==> src/hw/rtl/dnn_pkg.sv <==
// Package for the domain name normaliser: phase codes, result type and character helpers.
`timescale 1ns / 1ps

package dnn_pkg;

	// Parsing phase of the current name
	typedef enum logic [1:0] {
		PH_LEAD = 2'd0,
		PH_BODY = 2'd1,
		PH_DOT  = 2'd2,
		PH_REJ  = 2'd3
	} phase_t;

	// Result kinds
	localparam logic KIND_CHAR    = 1'b0;
	localparam logic KIND_SUMMARY = 1'b1;

	// Summary status codes
	localparam logic ST_OK  = 1'b0;
	localparam logic ST_BAD = 1'b1;

	localparam logic [7:0] CH_DOT   = 8'h2E;
	localparam logic [7:0] CH_NUL   = 8'h00;
	localparam logic [7:0] CH_DASH  = 8'h2D;
	localparam logic [7:0] CH_UNDER = 8'h5F;
	localparam logic [7:0] CH_LO_A  = 8'h61;
	localparam logic [7:0] CH_LO_Z  = 8'h7A;
	localparam logic [7:0] CH_UP_A  = 8'h41;
	localparam logic [7:0] CH_UP_Z  = 8'h5A;
	localparam logic [7:0] CH_0     = 8'h30;
	localparam logic [7:0] CH_9     = 8'h39;
	localparam logic [7:0] CASE_OFS = 8'h20;

	localparam logic [63:0] ALL_ONES = 64'hFFFF_FFFF_FFFF_FFFF;

	// One result item
	typedef struct packed {
		logic        kind;
		logic [7:0]  out_char;
		logic        status;
		logic [7:0]  name_length;
		logic [63:0] label_offsets;
		logic        last;
	} result_t;

	// Character class result: ok flag and the lowered character
	typedef struct packed {
		logic       ok;
		logic [7:0] ch;
	} map_t;

	function automatic map_t map_char(input logic [7:0] c);
		map_t m;
		m.ok = 1'b1;
		m.ch = c;
		if ((c >= CH_LO_A && c <= CH_LO_Z) || (c >= CH_0 && c <= CH_9) ||
			c == CH_DASH || c == CH_UNDER) begin
			m.ch = c;
		end else if (c >= CH_UP_A && c <= CH_UP_Z) begin
			m.ch = c + CASE_OFS;
		end else begin
			m.ok = 1'b0;
		end
		return m;
	endfunction

	// Byte reversal of a 64-bit word
	function automatic logic [63:0] swap64(input logic [63:0] v);
		logic [63:0] r;
		for (int i = 0; i < 8; i++) begin
			r[8*i +: 8] = v[8*(7-i) +: 8];
		end
		return r;
	endfunction

endpackage

==> src/hw/rtl/domain_name_normalizer_top.sv <==
// Top level of the domain name normaliser: byte classifier, name state and result queue.
`timescale 1ns / 1ps

// Usage
// The input channel (in_valid, in_stall, in_byte, end_of_name) takes one byte
// of a host name per item; end_of_name or a zero byte closes the name.
// The output channel (out_valid, out_stall, kind, out_char, status,
// name_length, label_offsets, last) gives character items (kind 0) and one
// summary item (kind 1) per name; last marks the final result of an input item.
// An input item is classified and the name state updated in the cycle it is
// accepted; its results are written into a four-entry result queue and are
// read out of that registered queue onto the output.
// Throughput is one input item per cycle while in_stall is low. An item gives
// up to two results (a pending dot plus a character, or a lone dot plus the
// summary), and the output drains one result per cycle while out_stall is low,
// so the queue depth sets how long bursts of two-result items run at full rate.
// in_stall rises when fewer than two queue entries are free, so a stalled
// receiver backs up into the input after three or four results.
// Reset empties the queue and puts the name state back to the start of a name.
module domain_name_normalizer_top
	import dnn_pkg::*;
#(
	parameter int MAX_LEN      = 255,
	parameter int OFFSET_SLOTS = 8
) (
	input  logic        clk,
	input  logic        arst_n,
	input  logic        in_valid,
	output logic        in_stall,
	input  logic [7:0]  in_byte,
	input  logic        end_of_name,
	output logic        out_valid,
	input  logic        out_stall,
	output logic        kind,
	output logic [7:0]  out_char,
	output logic        status,
	output logic [7:0]  name_length,
	output logic [63:0] label_offsets,
	output logic        last
);

	localparam logic [7:0]  MAX_LEN_B = 8'(MAX_LEN);
	localparam logic [63:0] SLOT_MASK = ALL_ONES >> (64 - 8 * OFFSET_SLOTS);
	localparam int          QDEPTH    = 4;

	phase_t      phase_q, phase_d;
	logic        saw_q, saw_d;
	logic [7:0]  cnt_q, cnt_d;
	logic [63:0] offs_q, offs_d;

	result_t     res0, res1;
	logic [1:0]  n_push;
	logic        in_acc, is_end, pop;
	map_t        mapped;
	logic [7:0]  cnt_mid;

	result_t     queue_q [QDEPTH];
	logic [1:0]  wr_q, rd_q;
	logic [2:0]  qcnt_q;

	assign in_acc = in_valid && !in_stall;
	assign is_end = end_of_name || (in_byte == CH_NUL);
	assign mapped = map_char(in_byte);

	// Per-byte classification and next name state
	always_comb begin
		phase_d = phase_q;
		saw_d   = saw_q;
		cnt_d   = cnt_q;
		offs_d  = offs_q;
		cnt_mid = cnt_q;
		n_push  = 2'd0;
		res0    = '0;
		res1    = '0;
		if (is_end) begin
			res0.kind          = KIND_SUMMARY;
			res0.label_offsets = ALL_ONES;
			if (phase_q == PH_LEAD) begin
				if (saw_q) begin
					// only dots: emit a lone dot before the summary
					res0.kind          = KIND_CHAR;
					res0.out_char      = CH_DOT;
					res0.label_offsets = '0;
					res1.kind          = KIND_SUMMARY;
					res1.status        = ST_OK;
					res1.name_length   = 8'd1;
					res1.label_offsets = ALL_ONES;
					n_push             = 2'd2;
				end else begin
					res0.status = ST_BAD;
					n_push      = 2'd1;
				end
			end else if (phase_q == PH_REJ) begin
				res0.status      = ST_BAD;
				res0.name_length = cnt_q;
				n_push           = 2'd1;
			end else begin
				res0.status        = ST_OK;
				res0.name_length   = cnt_q;
				res0.label_offsets = swap64(offs_q);
				n_push             = 2'd1;
			end
			phase_d = PH_LEAD;
			saw_d   = 1'b0;
			cnt_d   = '0;
			offs_d  = ALL_ONES;
		end else if (phase_q == PH_REJ) begin
			n_push = 2'd0;
		end else if (in_byte == CH_DOT) begin
			if (phase_q == PH_LEAD) begin
				saw_d = 1'b1;
			end else begin
				phase_d = PH_DOT;
			end
		end else begin
			// pending dot goes out first and opens a new label
			if (phase_q == PH_DOT) begin
				if (cnt_q >= MAX_LEN_B) begin
					phase_d = PH_REJ;
				end else begin
					cnt_mid       = cnt_q + 8'd1;
					res0.kind     = KIND_CHAR;
					res0.out_char = CH_DOT;
					n_push        = 2'd1;
					offs_d = (((offs_q << 8) | {56'd0, cnt_mid}) & SLOT_MASK) | ~SLOT_MASK;
					phase_d = PH_BODY;
				end
			end
			if (phase_d != PH_REJ) begin
				if (!mapped.ok) begin
					phase_d = PH_REJ;
				end else if (cnt_mid >= MAX_LEN_B) begin
					phase_d = PH_REJ;
				end else begin
					phase_d = PH_BODY;
					if (n_push == 2'd0) begin
						res0.kind     = KIND_CHAR;
						res0.out_char = mapped.ch;
					end else begin
						res1.kind     = KIND_CHAR;
						res1.out_char = mapped.ch;
					end
					n_push = n_push + 2'd1;
				end
			end
			// every result of a name byte is one character
			cnt_d = cnt_q + {6'd0, n_push};
		end
		res0.last = (n_push == 2'd1);
		res1.last = (n_push == 2'd2);
	end

	// Name state registers
	always_ff @(posedge clk or negedge arst_n) begin
		if (!arst_n) begin
			phase_q <= PH_LEAD;
			saw_q   <= 1'b0;
			cnt_q   <= '0;
			offs_q  <= ALL_ONES;
		end else if (in_acc) begin
			phase_q <= phase_d;
			saw_q   <= saw_d;
			cnt_q   <= cnt_d;
			offs_q  <= offs_d;
		end
	end

	// Result queue: up to two writes and one read per cycle
	assign out_valid = (qcnt_q != 3'd0);
	assign pop       = out_valid && !out_stall;
	assign in_stall  = (qcnt_q > 3'(QDEPTH - 2));

	always_ff @(posedge clk or negedge arst_n) begin
		if (!arst_n) begin
			wr_q   <= '0;
			rd_q   <= '0;
			qcnt_q <= '0;
		end else begin
			if (in_acc) begin
				wr_q <= wr_q + n_push;
			end
			if (pop) begin
				rd_q <= rd_q + 2'd1;
			end
			qcnt_q <= qcnt_q + (in_acc ? {1'b0, n_push} : 3'd0) - {2'd0, pop};
		end
	end

	always_ff @(posedge clk) begin
		if (in_acc && n_push != 2'd0) begin
			queue_q[wr_q] <= res0;
		end
		if (in_acc && n_push == 2'd2) begin
			queue_q[wr_q + 2'd1] <= res1;
		end
	end

	assign kind          = queue_q[rd_q].kind;
	assign out_char      = queue_q[rd_q].out_char;
	assign status        = queue_q[rd_q].status;
	assign name_length   = queue_q[rd_q].name_length;
	assign label_offsets = queue_q[rd_q].label_offsets;
	assign last          = queue_q[rd_q].last;

	// Checks
	a_qcnt_bound: assert property (@(posedge clk) disable iff (!arst_n)
		qcnt_q <= 3'(QDEPTH))
		else $error("result queue overfilled");

	a_end_clears: assert property (@(posedge clk) disable iff (!arst_n)
		in_acc && is_end |=> phase_q == PH_LEAD && cnt_q == 8'd0 && !saw_q)
		else $error("name state not cleared after end of name");

	a_rej_silent: assert property (@(posedge clk) disable iff (!arst_n)
		in_acc && !is_end && phase_q == PH_REJ |-> n_push == 2'd0)
		else $error("rejected name produced a result");

	a_len_bound: assert property (@(posedge clk) disable iff (!arst_n)
		cnt_q <= MAX_LEN_B)
		else $error("name length beyond limit");

	a_char_clean: assert property (@(posedge clk) disable iff (!arst_n)
		out_valid && kind == KIND_CHAR |-> status == ST_OK && label_offsets == 64'd0)
		else $error("character item carries summary fields");

endmodule

==> config.mk <==
export PLATFORM = sky130hd
export DESIGN_NAME = domain_name_normalizer_top
export DESIGN_NICKNAME = d
export VERILOG_FILES = /design/src/hw/rtl/dnn_pkg.sv /design/src/hw/rtl/domain_name_normalizer_top.sv
export SDC_FILE = /design/constraint.sdc
export NUM_CORES = 1
export LEC_CHECK = 0
export BUFFER_PORTS_ARGS = -buffer_cell sky130_fd_sc_hd__buf_2
export CAP_MARGIN = 40
export CORE_MARGIN = 5
export CORE_UTILIZATION = 52
export DETAILED_ROUTE_END_ITERATION = 8
export GPL_TIMING_DRIVEN = 1
export PLACE_DENSITY = 0.72
export SYNTH_ARGS = -nofsm -noshare
export SYNTH_HDL_FRONTEND = slang
export SYNTH_SLANG_ARGS = --single-unit
export TNS_END_PERCENT = 20
==> constraint.sdc <==
create_clock -name clk -period 4.6 [get_ports clk]
set_input_delay 0.69 -clock clk [delete_from_list [all_inputs] [get_ports clk]]
set_output_delay 0.69 -clock clk [all_outputs]
set_load 0.02 [all_outputs]
==> results.toml <==
[sta]
drv_slew = 0
fin_crit_ns = 4.141
setup_tns_ns = 0
fin_crit_sh = 0.9002
max_slew_margin = 0.4367
finalHoldViolations = 0
skew_ns = 0.03508
fmax_mhz = 241.5
tightest_slew_ns = 0.8418
rsz0062_at_grt = "false"
setup_violations = 0

[yosys]
synth.distinct_cells = 64
ys_seq_area_frac = 0.6450
avgSynthCellArea_um2 = 12.42
syn-num-nets = 1497
synth_edf_count = 300
synth_top_area_frac = 0.4932
ys_warn_count = 0
syn-instance-count = 1471
yosysMostFrequentCell = "nor2_1"
synth-seq-cells = 414
synth_commonest_cells = "420 x nor2_1, 300 x edfxtp_1, 98 x nand2_1"
synth_top_area_cell = "edfxtp_1"
synth_async_sr_flop_share = 0.1981
synthesis.area_mm2 = 0.01827
synth.area.top_cells = "edfxtp_1 49%, mux4_2 10%, dfstp_2 9.2%"
synth-main-ff-cell = "edfxtp_1"

[global_route]
grt_overflow = 0
grt_pass1_vias = 12300
grt_start_max_net_pins = 66
antenna_found_initial = 0
grt_usage = 0.2237
grt_pass1_wl_um = 68950

[detailed_routing]
first_iter_violations = 1001
via_per_inst = 5.936
drt_wl_total_um = 43220
firstDrtPassIters = 5
wire_per_inst_um = 21.24
vias = 12080
drcViolationCount = 0
ant_nets = 0

[finish]
register_area_mm2 = 0.01179
nNetsFinal = 1571
multiInputGateArea_mm2 = 0.006062
num_antenna_cells = 0
post_route_cells_drive_above_1_share = 0.2329
layout.cells.non_filler = 2035
fin_util = 0.6006
fillers = 2702
synthToLayoutAreaGrowth_pct = 13.87

[worst_setup_path]
cp_data_required_time_ns = 4.84
cp-start-kind = "register"
critPathMaxStageDelay_ns = 0.58
worstSetupPathType = "reg2reg"
crit_slowest_cell = "dfrtp_1"
arrival_ns = 4.38
crit_fanout = 19
end_kind = "register"
crit_chain = "ha_1 -> inv_1 -> a311oi_1 -> a41oi_1 -> ha_1 -> nand2b_1 -> a2111o_1 -> o21ai_0 -> nand2_1 -> nand2_4 -> buf_12"
crit_top_cell = "ha_1"

[placed_design]
dp.cells = 1955
place.gp.congestion = 0.9025
post-dp-hpwl_um = 26680
port-buffer-count = 97

[clocking]
numCtsBuffers = 43
path_clk_slew_ns = 0.06
clk_latency_ns = 0.56
post_cts_resized = 0
clock-sinks = 414
cts_buffer_depth = 3
cts_root_buffer = "clkbuf_16"
postCtsHoldBufs = 0
htree_levels = 2
cts_setup_buffers = 0
cts_tree = "done"

[power]
peakVddDrop_v = 0.0004538
powerDensity_mw_per_mm2 = 639.0
p_leak_nw = 7.562
finalPower_w = 0.01329

[run_status]
outcome = "complete, no violations"

[die]
pin_count = 98
die-width_um = 197.4
die_h_um = 197.4
die-area_mm2 = 0.03897
coreArea_mm2 = 0.03463
rows = 68
initial_core_util = 0.5275

[flow_run]
maxCapViolCount = 0

[hold_path]
worstHoldPathType = "in2async"
cells in the final DEF, fill, tap and decap left out, drive strengths merged, types with 3 or more instances in the layout:
cell	n
a21o	4
a21oi	43
a22o	9
a31oi	11
buf	133
clkbuf	60
clkinv	14
dfrtp	18
dfstp	64
dfxtp	32
edfxtp	300
ha	11
inv	19
mux4	83
nand2	99
nand2b	9
nand3	32
nand4	7
nor2	420
nor2b	7
nor3	9
nor3b	3
nor4	3
nor4b	3
o21ai	100
o22ai	31
or3	5
or4	4
xnor2	8
xor2	6
metal layers:
metal / global-route usage / share of wire / up-vias
met2: 0.3739 / 0.50 / 433
met4: 0.06292 / 0.025 / 0
met3: 0.03394 / 0.065 / 77
met5: 0 / 0 / -
met1: 0.3097 / 0.41 / 6087
li1: - / - / 5482
cell families (layout without fill, tap and decap cells):
logic type               count (synthesis)  after routing  synth area share
flip-flops                             414            414            0.6450
AND/OR/NAND/NOR                        610            610            0.1380
buffers and inverters                  121            230           0.02747
XOR/XNOR                                14             14          0.006713
multiplexers                            83             83            0.1023
adder cells (fa/ha/maj)                 13             13          0.009727
AO/OA/AOI/OAI                          216            216           0.07076
critical path: cells and delay by family, from the launching register on:
kind / cells / cell delay [ns]
adders and majority gates: 2 / 0.75
DFF: 1 / 0.58
AOI/OAI and AO/OA: 4 / 1.33
buffers and inverters: 2 / 0.30
and+or+nand+nor: 3 / 0.85
stage by stage:
stage / instance area [um^2] / hold slack, ns / setup WS (ns)
after detailed placement: 19400 / 0.4656 / 0.5328
after floorplan: 18270 / 0.3944 / -0.2256
after global placement: 19310 / 0.4593 / 0.6151
after CTS: 20800 / 0.1335 / 0.4632
after global routing: 20800 / 0.1638 / 0.2795
final: 20800 / 0.1383 / 0.4591
area by class of cell:
cell class,instances,share of cell area
multi-input cells,936,0.2915
well taps,455,0.02737
inverters,17,0.003068
clock inverters,20,0.008001
flip-flops and latches,414,0.5668
clock buffers,60,0.05926
repair buffers,133,0.04404
path summary, 6_finish.rpt:
| kind | startpoint | endpoint | slack (ns) | depth (start not counted) |
|---|---|---|---|---|
| max | cnt_q[1]$_DFFE_PN0P_ | queue_q[1][38]$_DFFE_PP_ | 0.46 | 11 |
| min in group clk | queue_q[3][70]$_SDFFE_PP0N_ | queue_q[3][70]$_SDFFE_PP0N_ | 0.48 | 2 |
| min reg2reg | queue_q[3][70]$_SDFFE_PP0N_ | queue_q[3][70]$_SDFFE_PP0N_ | 0.48 | 2 |
| max in group asynchronous | arst_n | offs_q[29]$_DFFE_PN1P_ | 3.46 | 2 |
| max reg2reg | cnt_q[1]$_DFFE_PN0P_ | queue_q[1][38]$_DFFE_PP_ | 0.46 | 11 |
| min | arst_n | qcnt_q[1]$_DFF_PN0_ | 0.14 | 1 |
power by group:
group | total [W] | switching (W) | internal [W]
Sequential | 0.00545 | 0.000557 | 0.00489
Combinational | 0.00443 | 0.00288 | 0.00155
Clock | 0.00342 | 0.00143 | 0.00199
sequential cells by signal, indices dropped and copies added, names as in the netlist:
register  count
queue_q     332
offs_q       64
cnt_q         8
qcnt_q        3
phase_q       2
rd_q          2
wr_q          2
saw_q         1
Note: power is estimated with default switching activity, not from simulation.
